**src/hw/rtl/tx_admission_congestion_monitor_unit_macros.svh**
```systemverilog
// assertion macros for the transmit admission monitor datapath
`ifndef TX_ADMISSION_CONGESTION_MONITOR_UNIT_MACROS_SVH
`define TX_ADMISSION_CONGESTION_MONITOR_UNIT_MACROS_SVH

`ifndef SYNTHESIS

// same-cycle implication, checked on every edge out of reset
`define TXACM_ASSERT_SAME(lbl, ante, cons, msg) \
    lbl: assert property (@(posedge clk) disable iff (!rst_n) (ante) |-> (cons)) \
        else $error(msg);

// next-cycle implication
`define TXACM_ASSERT_NEXT(lbl, ante, cons, msg) \
    lbl: assert property (@(posedge clk) disable iff (!rst_n) (ante) |=> (cons)) \
        else $error(msg);

`else

`define TXACM_ASSERT_SAME(lbl, ante, cons, msg)
`define TXACM_ASSERT_NEXT(lbl, ante, cons, msg)

`endif

`endif

```
**src/hw/rtl/txacm_pkg.sv**
```systemverilog
// package: types, codes and constants of the transmit admission monitor
`timescale 1ns / 1ps

package txacm_pkg;

    localparam int TIME_BITS = 32;
    typedef logic [TIME_BITS-1:0] time_t;

    // request modes
    localparam logic [1:0] MODE_SEND  = 2'd0;
    localparam logic [1:0] MODE_POLL  = 2'd1;
    localparam logic [1:0] MODE_CLEAR = 2'd2;

    // result status codes
    localparam logic [2:0] ST_SENT     = 3'd0;
    localparam logic [2:0] ST_EMPTY_OK = 3'd1;
    localparam logic [2:0] ST_NOT_OPEN = 3'd2;
    localparam logic [2:0] ST_DATA_SHED = 3'd3;
    localparam logic [2:0] ST_BLOB_HELD = 3'd4;
    localparam logic [2:0] ST_CTRL_REF = 3'd5;
    localparam logic [2:0] ST_CLOSED   = 3'd6;

    // congestion levels
    localparam logic [1:0] LVL_CLEAR     = 2'd0;
    localparam logic [1:0] LVL_CONGESTED = 2'd1;
    localparam logic [1:0] LVL_SEVERE    = 2'd2;

    // policy codes
    localparam logic [1:0] POL_DROP_ONLY   = 2'd1;
    localparam logic [1:0] POL_CLOSE_ALWAYS = 2'd2;

    // configuration register indexes
    localparam logic [2:0] CFG_TX_POLICY      = 3'd0;
    localparam logic [2:0] CFG_DATA_HIGH_WATER = 3'd1;
    localparam logic [2:0] CFG_BLOB_IN_FLIGHT = 3'd2;
    localparam logic [2:0] CFG_QUEUE_CAPACITY = 3'd3;
    localparam logic [2:0] CFG_CTRL_STALL     = 3'd4;
    localparam logic [2:0] CFG_CONG_SUSTAIN   = 3'd5;
    localparam logic [2:0] CFG_RECOV_SUSTAIN  = 3'd6;
    localparam logic [2:0] CFG_TYPE_CODES     = 3'd7;

    localparam int CFG_INDEX_W = 3;
    localparam int CFG_DATA_W  = 24;

    // register reset values
    localparam logic [1:0]  RST_TX_POLICY       = 2'd0;
    localparam logic [7:0]  RST_DATA_HIGH_WATER = 8'd16;
    localparam logic [7:0]  RST_BLOB_IN_FLIGHT  = 8'd4;
    localparam logic [7:0]  RST_QUEUE_CAPACITY  = 8'd32;
    localparam logic [15:0] RST_CTRL_STALL      = 16'd5000;
    localparam logic [15:0] RST_CONG_SUSTAIN    = 16'd1000;
    localparam logic [15:0] RST_RECOV_SUSTAIN   = 16'd3000;
    localparam logic [23:0] RST_TYPE_CODES      = 24'd197121;

    // percent fill: pct > 50 <=> q*100 >= 51*cap, pct < 20 <=> q*100 < 20*cap
    localparam int PCT_SCALE  = 100;
    localparam int PCT_HI_MUL = 51;
    localparam int PCT_LO_MUL = 20;
    localparam int PCT_W      = 15;

    typedef struct packed {
        logic [1:0]  mode;
        logic [7:0]  frame_type;
        logic        frame_empty;
        logic        link_open;
        logic        client_present;
        logic        queue_found;
        logic [7:0]  queue_len;
        logic        send_accepted;
        logic [31:0] now_ms;
    } in_item_t;

    typedef struct packed {
        logic        accepted;
        logic        send_frame;
        logic        close_session;
        logic [2:0]  status;
        logic [1:0]  congestion_level;
        logic [31:0] data_drop_count;
        logic [31:0] blob_hold_count;
        logic [31:0] ctrl_fail_count;
    } out_item_t;

    // controller to datapath
    typedef struct packed {
        logic load;
        logic calc;
        logic update;
    } cmd_t;

    // datapath to controller
    typedef struct packed {
        logic out_stall;
    } sts_t;

endpackage

```
**src/hw/rtl/txacm_if.sv**
```systemverilog
// channel interfaces: request, response and configuration write
`timescale 1ns / 1ps

interface txacm_req_if;
    import txacm_pkg::*;
    logic     valid;
    logic     ready;
    in_item_t data;
    modport source (output valid, output data, input ready);
    modport sink (input valid, input data, output ready);
endinterface

interface txacm_rsp_if;
    import txacm_pkg::*;
    logic      valid;
    logic      ready;
    out_item_t data;
    modport source (output valid, output data, input ready);
    modport sink (input valid, input data, output ready);
endinterface

interface txacm_cfg_if;
    import txacm_pkg::*;
    logic                   valid;
    logic                   ready;
    logic [CFG_INDEX_W-1:0] index;
    logic [CFG_DATA_W-1:0]  data;
    modport source (output valid, output index, output data, input ready);
    modport sink (input valid, input index, input data, output ready);
endinterface

```
**src/hw/rtl/tx_admission_congestion_monitor_unit.sv**
```systemverilog
// top level of the transmit admission and congestion monitor
`timescale 1ns / 1ps

// transmit admission and congestion monitor
// req channel: one request per send attempt, congestion poll or new-client clear
//   (mode selects which); rsp channel: exactly one response per request, in order
// cfg channel: register writes by index, always ready; write only while idle
// a request is taken in the idle state, evaluated in the next cycle (type sort,
//   gate compares, percent fill against capacity, timer deltas) and committed in
//   the update state once the response register is free, when session state and
//   the response register update together
// a new request is taken only once the previous one has gone through the
//   capture/evaluate/commit sequence of the controller
// the response register decouples the sides: a new request is taken while the
//   previous response still waits; if rsp stalls, the commit waits until the
//   response register drains, then req is blocked until that commit is done
// reset: registers return to their reset values, timers unarmed, level clear,
//   counters zero, no response pending

module tx_admission_congestion_monitor_unit
    import txacm_pkg::*;
(
    input  logic        clk,
    input  logic        rst_n,
    txacm_req_if.sink   req,
    txacm_rsp_if.source rsp,
    txacm_cfg_if.sink   cfg
);

    // controller to datapath commands and status back
    cmd_t cmd;
    sts_t sts;

    // config writes are always accepted
    assign cfg.ready = 1'b1;

    txacm_ctrl u_ctrl (
        .clk      (clk),
        .rst_n    (rst_n),
        .in_valid (req.valid),
        .in_ready (req.ready),
        .sts      (sts),
        .cmd      (cmd)
    );

    txacm_dp u_dp (
        .clk       (clk),
        .rst_n     (rst_n),
        .cmd       (cmd),
        .sts       (sts),
        .in_data   (req.data),
        .cfg_valid (cfg.valid),
        .cfg_index (cfg.index),
        .cfg_data  (cfg.data),
        .out_ready (rsp.ready),
        .out_valid (rsp.valid),
        .out_data  (rsp.data)
    );

endmodule

```
**src/hw/rtl/txacm_ctrl.sv**
```systemverilog
// controller: sequences capture, evaluate and commit for each request
`timescale 1ns / 1ps

module txacm_ctrl
    import txacm_pkg::*;
(
    input  logic clk,
    input  logic rst_n,
    input  logic in_valid,
    output logic in_ready,
    input  sts_t sts,
    output cmd_t cmd
);

    localparam logic [1:0] S_IDLE = 2'd0;
    localparam logic [1:0] S_CALC = 2'd1;
    localparam logic [1:0] S_UPD  = 2'd2;

    logic [1:0] state_reg;
    logic [1:0] state_next;

    always_ff @(posedge clk or negedge rst_n)
    begin
        if (!rst_n)
        begin
            state_reg <= S_IDLE;
        end
        else
        begin
            state_reg <= state_next;
        end
    end

    always_comb
    begin
        state_next = state_reg;
        in_ready   = 1'b0;
        cmd        = '0;
        unique case (state_reg)
            S_IDLE:
            begin
                in_ready = 1'b1;
                if (in_valid)
                begin
                    cmd.load   = 1'b1;
                    state_next = S_CALC;
                end
            end
            S_CALC:
            begin
                cmd.calc   = 1'b1;
                state_next = S_UPD;
            end
            S_UPD:
            begin
                // commit only once the result register is free
                if (!sts.out_stall)
                begin
                    cmd.update = 1'b1;
                    state_next = S_IDLE;
                end
            end
            default:
            begin
                state_next = S_IDLE;
            end
        endcase
    end

endmodule

```
**src/hw/rtl/txacm_dp.sv**
```systemverilog
// datapath: config registers, session state, evaluation flags and result register
`timescale 1ns / 1ps
`include "tx_admission_congestion_monitor_unit_macros.svh"

module txacm_dp
    import txacm_pkg::*;
(
    input  logic                   clk,
    input  logic                   rst_n,
    input  cmd_t                   cmd,
    output sts_t                   sts,
    input  in_item_t               in_data,
    input  logic                   cfg_valid,
    input  logic [CFG_INDEX_W-1:0] cfg_index,
    input  logic [CFG_DATA_W-1:0]  cfg_data,
    input  logic                   out_ready,
    output logic                   out_valid,
    output out_item_t              out_data
);

    // configuration
    logic [1:0]  tx_policy_reg;
    logic [7:0]  data_high_water_reg;
    logic [7:0]  blob_in_flight_reg;
    logic [7:0]  queue_capacity_reg;
    logic [15:0] ctrl_stall_reg;
    logic [15:0] cong_sustain_reg;
    logic [15:0] recov_sustain_reg;
    logic [23:0] type_codes_reg;

    // session state
    time_t       stall_since_reg, stall_since_next;
    time_t       above_since_reg, above_since_next;
    time_t       below_since_reg, below_since_next;
    logic [1:0]  level_reg, level_next;
    logic [31:0] data_drops_reg, data_drops_next;
    logic [31:0] blob_holds_reg, blob_holds_next;
    logic [31:0] ctrl_fails_reg, ctrl_fails_next;

    // captured request and evaluation flags
    in_item_t    in_reg;
    logic        drop_reg, blob_reg, shed_reg, hold_reg, expired_reg;
    logic        hi_reg, lo_reg, above_hit_reg, below_hit_reg;

    out_item_t   out_data_reg, out_data_next;
    logic        out_valid_reg;

    // evaluation logic
    time_t             now_t;
    logic              drop_c, blob_c, gate_c;
    logic [7:0]        q_c, cap_c;
    logic [PCT_W-1:0]  q_scaled, hi_bound, lo_bound;

    always_ff @(posedge clk or negedge rst_n)
    begin
        if (!rst_n)
        begin
            tx_policy_reg       <= RST_TX_POLICY;
            data_high_water_reg <= RST_DATA_HIGH_WATER;
            blob_in_flight_reg  <= RST_BLOB_IN_FLIGHT;
            queue_capacity_reg  <= RST_QUEUE_CAPACITY;
            ctrl_stall_reg      <= RST_CTRL_STALL;
            cong_sustain_reg    <= RST_CONG_SUSTAIN;
            recov_sustain_reg   <= RST_RECOV_SUSTAIN;
            type_codes_reg      <= RST_TYPE_CODES;
        end
        else if (cfg_valid)
        begin
            unique case (cfg_index)
                CFG_TX_POLICY:       tx_policy_reg       <= cfg_data[1:0];
                CFG_DATA_HIGH_WATER: data_high_water_reg <= cfg_data[7:0];
                CFG_BLOB_IN_FLIGHT:  blob_in_flight_reg  <= cfg_data[7:0];
                CFG_QUEUE_CAPACITY:  queue_capacity_reg  <= cfg_data[7:0];
                CFG_CTRL_STALL:      ctrl_stall_reg      <= cfg_data[15:0];
                CFG_CONG_SUSTAIN:    cong_sustain_reg    <= cfg_data[15:0];
                CFG_RECOV_SUSTAIN:   recov_sustain_reg   <= cfg_data[15:0];
                CFG_TYPE_CODES:      type_codes_reg      <= cfg_data;
                default:             type_codes_reg      <= type_codes_reg;
            endcase
        end
    end

    always_ff @(posedge clk)
    begin
        if (cmd.load)
        begin
            in_reg <= in_data;
        end
    end

    // classification, gates and timer compares
    assign now_t  = time_t'(in_reg.now_ms);
    assign drop_c = (in_reg.frame_type == type_codes_reg[7:0]) ||
                    (in_reg.frame_type == type_codes_reg[15:8]);
    assign blob_c = !drop_c && (in_reg.frame_type == type_codes_reg[23:16]);
    assign gate_c = (tx_policy_reg != POL_CLOSE_ALWAYS) && in_reg.queue_found;

    assign q_c      = (in_reg.client_present && in_reg.queue_found) ? in_reg.queue_len : 8'd0;
    assign cap_c    = (queue_capacity_reg == 8'd0) ? 8'd1 : queue_capacity_reg;
    assign q_scaled = PCT_W'(q_c) * PCT_W'(PCT_SCALE);
    assign hi_bound = PCT_W'(cap_c) * PCT_W'(PCT_HI_MUL);
    assign lo_bound = PCT_W'(cap_c) * PCT_W'(PCT_LO_MUL);

    always_ff @(posedge clk)
    begin
        if (cmd.calc)
        begin
            drop_reg    <= drop_c;
            blob_reg    <= blob_c;
            shed_reg    <= gate_c && drop_c && (in_reg.queue_len >= data_high_water_reg);
            hold_reg    <= gate_c && blob_c && (in_reg.queue_len >= blob_in_flight_reg);
            expired_reg <= (now_t - stall_since_reg) >= time_t'(ctrl_stall_reg);
            hi_reg      <= q_scaled >= hi_bound;
            lo_reg      <= q_scaled < lo_bound;
            // an unarmed timer arms at now, so the elapsed time is zero
            above_hit_reg <= (above_since_reg == '0) ? (cong_sustain_reg == 16'd0)
                           : ((now_t - above_since_reg) >= time_t'(cong_sustain_reg));
            below_hit_reg <= (below_since_reg == '0) ? (recov_sustain_reg == 16'd0)
                           : ((now_t - below_since_reg) >= time_t'(recov_sustain_reg));
        end
    end

    // commit logic
    always_comb
    begin
        stall_since_next = stall_since_reg;
        above_since_next = above_since_reg;
        below_since_next = below_since_reg;
        level_next       = level_reg;
        data_drops_next  = data_drops_reg;
        blob_holds_next  = blob_holds_reg;
        ctrl_fails_next  = ctrl_fails_reg;
        out_data_next    = '0;

        unique case (in_reg.mode)
            MODE_SEND:
            begin
                priority if (!in_reg.link_open)
                begin
                    out_data_next.status = ST_NOT_OPEN;
                end
                else if (in_reg.frame_empty)
                begin
                    out_data_next.accepted = 1'b1;
                    out_data_next.status   = ST_EMPTY_OK;
                end
                else if (!in_reg.client_present)
                begin
                    out_data_next.status = ST_NOT_OPEN;
                end
                else if (shed_reg)
                begin
                    data_drops_next      = data_drops_reg + 32'd1;
                    out_data_next.status = ST_DATA_SHED;
                end
                else if (hold_reg)
                begin
                    blob_holds_next      = blob_holds_reg + 32'd1;
                    out_data_next.status = ST_BLOB_HELD;
                end
                else
                begin
                    out_data_next.send_frame = 1'b1;
                    priority if (in_reg.send_accepted)
                    begin
                        if (!drop_reg && !blob_reg)
                        begin
                            stall_since_next = '0;
                        end
                        out_data_next.accepted = 1'b1;
                        out_data_next.status   = ST_SENT;
                    end
                    else if (drop_reg)
                    begin
                        data_drops_next      = data_drops_reg + 32'd1;
                        out_data_next.status = ST_DATA_SHED;
                    end
                    else if (blob_reg)
                    begin
                        blob_holds_next      = blob_holds_reg + 32'd1;
                        out_data_next.status = ST_BLOB_HELD;
                    end
                    else
                    begin
                        ctrl_fails_next = ctrl_fails_reg + 32'd1;
                        priority if (stall_since_reg == '0)
                        begin
                            stall_since_next     = now_t;
                            out_data_next.status = ST_CTRL_REF;
                        end
                        else if (tx_policy_reg == POL_DROP_ONLY || !expired_reg)
                        begin
                            out_data_next.status = ST_CTRL_REF;
                        end
                        else
                        begin
                            stall_since_next            = '0;
                            out_data_next.close_session = 1'b1;
                            out_data_next.status        = ST_CLOSED;
                        end
                    end
                end
            end
            MODE_POLL:
            begin
                priority if (stall_since_reg != '0)
                begin
                    above_since_next = '0;
                    below_since_next = '0;
                    level_next       = LVL_SEVERE;
                end
                else if (hi_reg)
                begin
                    below_since_next = '0;
                    if (above_since_reg == '0)
                    begin
                        above_since_next = now_t;
                    end
                    if (above_hit_reg)
                    begin
                        level_next = LVL_CONGESTED;
                    end
                end
                else if (lo_reg)
                begin
                    above_since_next = '0;
                    if (below_since_reg == '0)
                    begin
                        below_since_next = now_t;
                    end
                    if (below_hit_reg)
                    begin
                        level_next = LVL_CLEAR;
                    end
                end
                else
                begin
                    above_since_next = '0;
                    below_since_next = '0;
                end
            end
            MODE_CLEAR:
            begin
                stall_since_next = '0;
                above_since_next = '0;
                below_since_next = '0;
                level_next       = LVL_CLEAR;
                data_drops_next  = '0;
                blob_holds_next  = '0;
                ctrl_fails_next  = '0;
            end
            default:
            begin
                level_next = level_reg;
            end
        endcase

        out_data_next.congestion_level = level_next;
        out_data_next.data_drop_count  = data_drops_next;
        out_data_next.blob_hold_count  = blob_holds_next;
        out_data_next.ctrl_fail_count  = ctrl_fails_next;
    end

    always_ff @(posedge clk or negedge rst_n)
    begin
        if (!rst_n)
        begin
            stall_since_reg <= '0;
            above_since_reg <= '0;
            below_since_reg <= '0;
            level_reg       <= LVL_CLEAR;
            data_drops_reg  <= '0;
            blob_holds_reg  <= '0;
            ctrl_fails_reg  <= '0;
        end
        else if (cmd.update)
        begin
            stall_since_reg <= stall_since_next;
            above_since_reg <= above_since_next;
            below_since_reg <= below_since_next;
            level_reg       <= level_next;
            data_drops_reg  <= data_drops_next;
            blob_holds_reg  <= blob_holds_next;
            ctrl_fails_reg  <= ctrl_fails_next;
        end
    end

    // result register
    always_ff @(posedge clk or negedge rst_n)
    begin
        if (!rst_n)
        begin
            out_valid_reg <= 1'b0;
        end
        else if (cmd.update)
        begin
            out_valid_reg <= 1'b1;
        end
        else if (out_ready)
        begin
            out_valid_reg <= 1'b0;
        end
    end

    always_ff @(posedge clk)
    begin
        if (cmd.update)
        begin
            out_data_reg <= out_data_next;
        end
    end

    assign out_valid     = out_valid_reg;
    assign out_data      = out_data_reg;
    assign sts.out_stall = out_valid_reg && !out_ready;

    `TXACM_ASSERT_SAME(a_no_overwrite, cmd.update, !(out_valid_reg && !out_ready), "result overwritten while stalled")
    `TXACM_ASSERT_NEXT(a_commit_shows, cmd.update, out_valid_reg && level_reg == out_data_reg.congestion_level, "committed result not presented")
    `TXACM_ASSERT_SAME(a_close_status, out_valid_reg, out_data_reg.close_session == (out_data_reg.status == ST_CLOSED), "close flag and status disagree")

endmodule

```
**src/flat_wrapper.sv**
```systemverilog
// flat-port wrapper written by rule: the top's interface ports become plain ports
module tx_admission_congestion_monitor_unit_flat import txacm_pkg::*;
  (clk, rst_n, req_valid, req_data, req_ready, rsp_valid, rsp_data, rsp_ready, cfg_valid, cfg_index, cfg_data, cfg_ready);
  txacm_req_if req_i ();
  txacm_rsp_if rsp_i ();
  txacm_cfg_if cfg_i ();
  input  logic clk;
  input  logic rst_n;
  input wire logic [$bits(req_i.valid)-1:0] req_valid;
  input wire logic [$bits(req_i.data)-1:0] req_data;
  output wire logic [$bits(req_i.ready)-1:0] req_ready;
  output wire logic [$bits(rsp_i.valid)-1:0] rsp_valid;
  output wire logic [$bits(rsp_i.data)-1:0] rsp_data;
  input wire logic [$bits(rsp_i.ready)-1:0] rsp_ready;
  input wire logic [$bits(cfg_i.valid)-1:0] cfg_valid;
  input wire logic [$bits(cfg_i.index)-1:0] cfg_index;
  input wire logic [$bits(cfg_i.data)-1:0] cfg_data;
  output wire logic [$bits(cfg_i.ready)-1:0] cfg_ready;
  assign req_i.valid = req_valid;
  assign req_i.data = req_data;
  assign req_ready = req_i.ready;
  assign rsp_valid = rsp_i.valid;
  assign rsp_data = rsp_i.data;
  assign rsp_i.ready = rsp_ready;
  assign cfg_i.valid = cfg_valid;
  assign cfg_i.index = cfg_index;
  assign cfg_i.data = cfg_data;
  assign cfg_ready = cfg_i.ready;
  tx_admission_congestion_monitor_unit u_core (.clk(clk), .rst_n(rst_n), .req(req_i), .rsp(rsp_i), .cfg(cfg_i));
endmodule
```
**config.mk**
```make
export PLATFORM = sky130hd
export DESIGN_NAME = tx_admission_congestion_monitor_unit_flat
export DESIGN_NICKNAME = d
export VERILOG_FILES = /design/src/hw/rtl/txacm_pkg.sv /design/src/hw/rtl/txacm_if.sv /design/src/hw/rtl/tx_admission_congestion_monitor_unit.sv /design/src/hw/rtl/txacm_ctrl.sv /design/src/hw/rtl/txacm_dp.sv /design/src/flat_wrapper.sv
export VERILOG_INCLUDE_DIRS = /design/src /design/src/hw/rtl
export SDC_FILE = /design/constraint.sdc
export NUM_CORES = 1
export LEC_CHECK = 0
export BUFFER_PORTS_ARGS = -buffer_cell sky130_fd_sc_hd__buf_2
export CAP_MARGIN = 20
export CORE_MARGIN = 10
export CORE_UTILIZATION = 60
export CTS_BUF_LIST = sky130_fd_sc_hd__clkbuf_16
export DETAILED_ROUTE_END_ITERATION = 7
export HOLD_SLACK_MARGIN = 0.06
export PLACE_DENSITY = 0.8
export SLEW_MARGIN = 5
export SYNTH_ARGS = -nofsm -noshare
export SYNTH_HDL_FRONTEND = slang
export SYNTH_SLANG_ARGS = --single-unit
```
**constraint.sdc**
```tcl
create_clock -name clk -period 6.5 [get_ports clk]
set_clock_uncertainty 0.05 [all_clocks]
set_input_delay 0 -clock clk [delete_from_list [all_inputs] [get_ports clk]]
set_output_delay 0 -clock clk [all_outputs]
set_load 0.03 [all_outputs]
```
==> results.md <==
- Run status: completed
- TritonCTS clock tree: done
- Worst Setup EP: u_core.u_dp.below_hit_reg
- Fin. Hold Viols: 0
- Post-DP Area: ~0.03 mm2
- FILL cells: between 3000 and 4000
- Seq pwr share: 29.7%
- RSZ-0062 raised after global routing: false
- Row cnt: 80
- CTS resizes: 0
- Combinational share of power: 51.5%
- Post-CTS Setup Inserts: 0
- Yosys reg bits: 463
- Sequential area share after synthesis: 42.89%
- Least-Margin Pin Slew: 1.102 ns
- Clock Power Share: 18.8%
- Final period util: a little under nine tenths
- Synth cell types: 89
- Worst Setup Start Kind: flop
- Finished Cell Area: 0.03361 mm2
- Post-route setup slack: around 0.96 ns
- Initial antenna violation count: 2
- Slew margin rel.: 26.55%
- Post-synthesis net count: 3499
- Pre-CTS WS: between 0.9 and 1 ns
- R2R depth: 23
- Remaining global-route overflow: 0
- Ys async rst share: a little under two thirds
- Slowest stage delay, CP: between 0.4 and 0.5 ns
- Max reg flops: around 100
- TNS Setup: 0 ns
- EDFF count, synth: 168
- Post-Route Utilization: 70.24%
- Share of layout cells above drive strength 1: between 10% and 20%
- # DRC: 0
- Sw Ratio: around 44%
- Clock Pin Slew Worst Setup and Hold Paths: 0.06 ns
- Worst-path fanout max: 4
- Worst EP arrival: 5.81 ns
- Sink Count: around 460
- GP Congestion: about 0.94
- Vias in the first global route: about 24000
- Crit Reg-Reg Startpoint: u_core.u_dp.now_t[0]
- Mapped Cells: 3143
- Routed length per instance: around 20 um
- Die H: around 240 um
- Final count of negative-setup-slack endpoints: 0
- Min Clock Period, post-route: 5.537 ns
- Root buffer cell: clkbuf_16
- Via count: 24650
- Detailed placement HPWL: 57.80 mm
- First-pass GRT wire length: 127.4 mm
- Top cell type's share of synthesized area: 23.26%
- Mapped Area: 0.02905 mm2
- Core area: 0.04785 mm2
- Final Slew Violations: 0
- Nets: 3789
- Die ar.: ~0.058 mm2
- Cts bufs inserted: 51
- Vias per inst: 6.025
- Port bufs: 192
- Worst-path cell chain: inv_1 > ha_1 > inv_1 > fa_1 > a21o_1 > a221oi_2 > o21bai_1 > a21o_1 > a21oi_1 > nor2b_1 > o21ai_0 > nor2b_1 > xnor2_1 > ha_1 > nand4_1 > a211oi_1 > a2111oi_2 > nand3_1 > a2111o_1 > nor4_1 > nand4_1 > nor4b_2 > a41oi_1
- Syn_area_per_cell: 9.242 um2
- Initial Util: 60.71%
- Slowest cell on the critical path: edfxtp_1
- Total of max-cap violations: 0
- Synth area leaders: dfrtp_1 (23%), edfxtp_1 (17%), ha_1 (11%)
- Max VDD drop: approximately 270 uV
- DRT iter0 DRCs: ~2500
- Worst skew pair latency: 0.61 ns
- First-pass detailed-route iteration total: 6
- Main synth FF type: dfrtp_1
- Total wire length: 80.22 mm
- Leak: 14.89 nW
- Crit. Startpoint: u_core.u_dp.now_t[0]
- PwrDens: 429.6 mW/mm2
- Achievable frequency: 180.6 MHz
- Ports: 194
- GR Util All Layers: a little over a quarter
- R2r endpoint: u_core.u_dp.below_hit_reg
- Most common cell in the netlist: nand2_1
- WP data required: 6.77 ns
- Diode count: 0
- FF-to-FF setup slack: a little under 1 ns
- Leading area contributor after synthesis: dfrtp_1
- Post-synthesis to final-layout area growth: 15.69%
- Ys Warns: 0
- Tightest Hold Check Type: in2reg
- Power Total: 14.44 mW
- Largest net degree at the start of global routing: 172
- P_int: 8.109 mW
- Critical path class: reg2reg
- Worst Setup End Kind: flop
- Commonest cells post-synth: nand2_1 (539), o21ai_0 (271), dfrtp_1 (270), inv_1 (258), ha_1 (254)
- Sw Pwr: 6.329 mW
- Die width: 240.0 um
- Antenna viol nets, final: 0
- CTS Buffer Depth: 3
- H-tree Lvls: 2
[critical path, delay by kind of cell, from the launching register on]
| family | cells | cell delay, ns |
|---|---|---|
| buffers and inverters | 2 | 0.19 |
| AND/OR/NAND/NOR | 7 | 1.24 |
| flip-flops | 1 | 0.42 |
| AO/OA/AOI/OAI | 10 | 2.35 |
| adder cells (fa/ha/maj) | 3 | 0.83 |
| XOR/XNOR | 1 | 0.14 |
[what timing repair did]
item / in CTS / in global routing
endpoints found under the hold margin: 432 / 0
hold buffers: 151 / 0
endpoints found under the setup margin: 0 / 0
[power groups by stage]
stage	Clock (mW)	Combinational [mW]	Sequential [mW]
3_3_place_gp	0	7.07	4.29
6_report	2.72	7.44	4.29
5_1_grt	2.88	8.25	4.36
3_5_place_dp	0	7.22	4.32
4_1_cts	2.75	7.36	4.27
2_1_floorplan	0	5.16	4.36
[metal layers]
metal / wire, um / track usage, % / share of wire (%)
met5: 13 / 0 / 0.016
met3: 5241 / 3.870 / 6.5
met2: 38580 / 46.06 / 48
met1: 33900 / 36.01 / 42
met4: 2480 / 9.337 / 3.1
[per-stage QoR]
step           hold WS [ns]  cells
3_5_place_dp       -0.06402   3844
2_1_floorplan       -0.3456   3143
3_3_place_gp       -0.07094   3844
4_1_cts             0.06290   4091
5_1_grt             0.08050   4091
6_report            0.09621   4091
[area by class of cell]
type                       count  area (um2)  share of cell area (%)
sequential                   463       12460                   37.07
tap                          615       769.5                   2.290
timing repair buffer         360        2653                   7.893
clock buffer                  51        1276                   3.798
multi-input combinational   2297       15190                   45.19
inverter                     260       980.9                   2.919
clock inverter                45       282.8                  0.8414
[cell families after synthesis]
family                   count (synthesis)  synth area share (%)
AO/OA/AOI/OAI                          716                 15.16
XOR/XNOR                               105                 3.166
adder cells (fa/ha/maj)                269                 11.97
buffers and inverters                  383                 5.061
flip-flops                             463                 42.89
multiplexers                           101                 3.803
other                                    1               0.01291
AND/OR/NAND/NOR                       1105                 17.94
[layout by cell type (no fill, tap or decap), types with 15 or more instances in the layout]
master	count
o21ai_0	271
a21oi_1	141
nor2_1	115
dfrtp_1	270
nand4_1	50
dfstp_2	25
clkbuf_16	51
o21bai_1	27
nand3_1	154
nand2_1	538
ha_1	254
o211ai_1	26
buf_4	15
nand2b_1	28
a21o_1	68
mux2_2	75
mux2i_1	26
nor3b_1	16
nor2b_1	20
xor2_1	37
inv_1	275
buf_2	191
a31oi_1	40
and3_1	37
o31ai_1	26
o21a_1	22
xnor2_1	68
fa_1	15
nor4_1	43
dlygate4sd3_1	150
edfxtp_1	168
nor3_1	27
[how the worst min path moves through the flow]
stage / start / end / slack [ns] / cells past startpoint
CTS: req_data[20] / u_core.u_dp.now_t[20] / 0.06 / 2
global route: req_data[9] / u_core.u_dp.now_t[9] / 0.08 / 2
detailed placement: rst_n / u_core.u_dp.data_drops_reg[22] / -0.06 / 1
finish: req_data[9] / u_core.u_dp.now_t[9] / 0.1 / 2
global placement: rst_n / u_core.u_dp.data_drops_reg[21] / -0.07 / 1
floorplan: rst_n / u_core.u_ctrl.state_reg[0] / -0.35 / 0
Note: power is estimated with default switching activity, not from simulation.
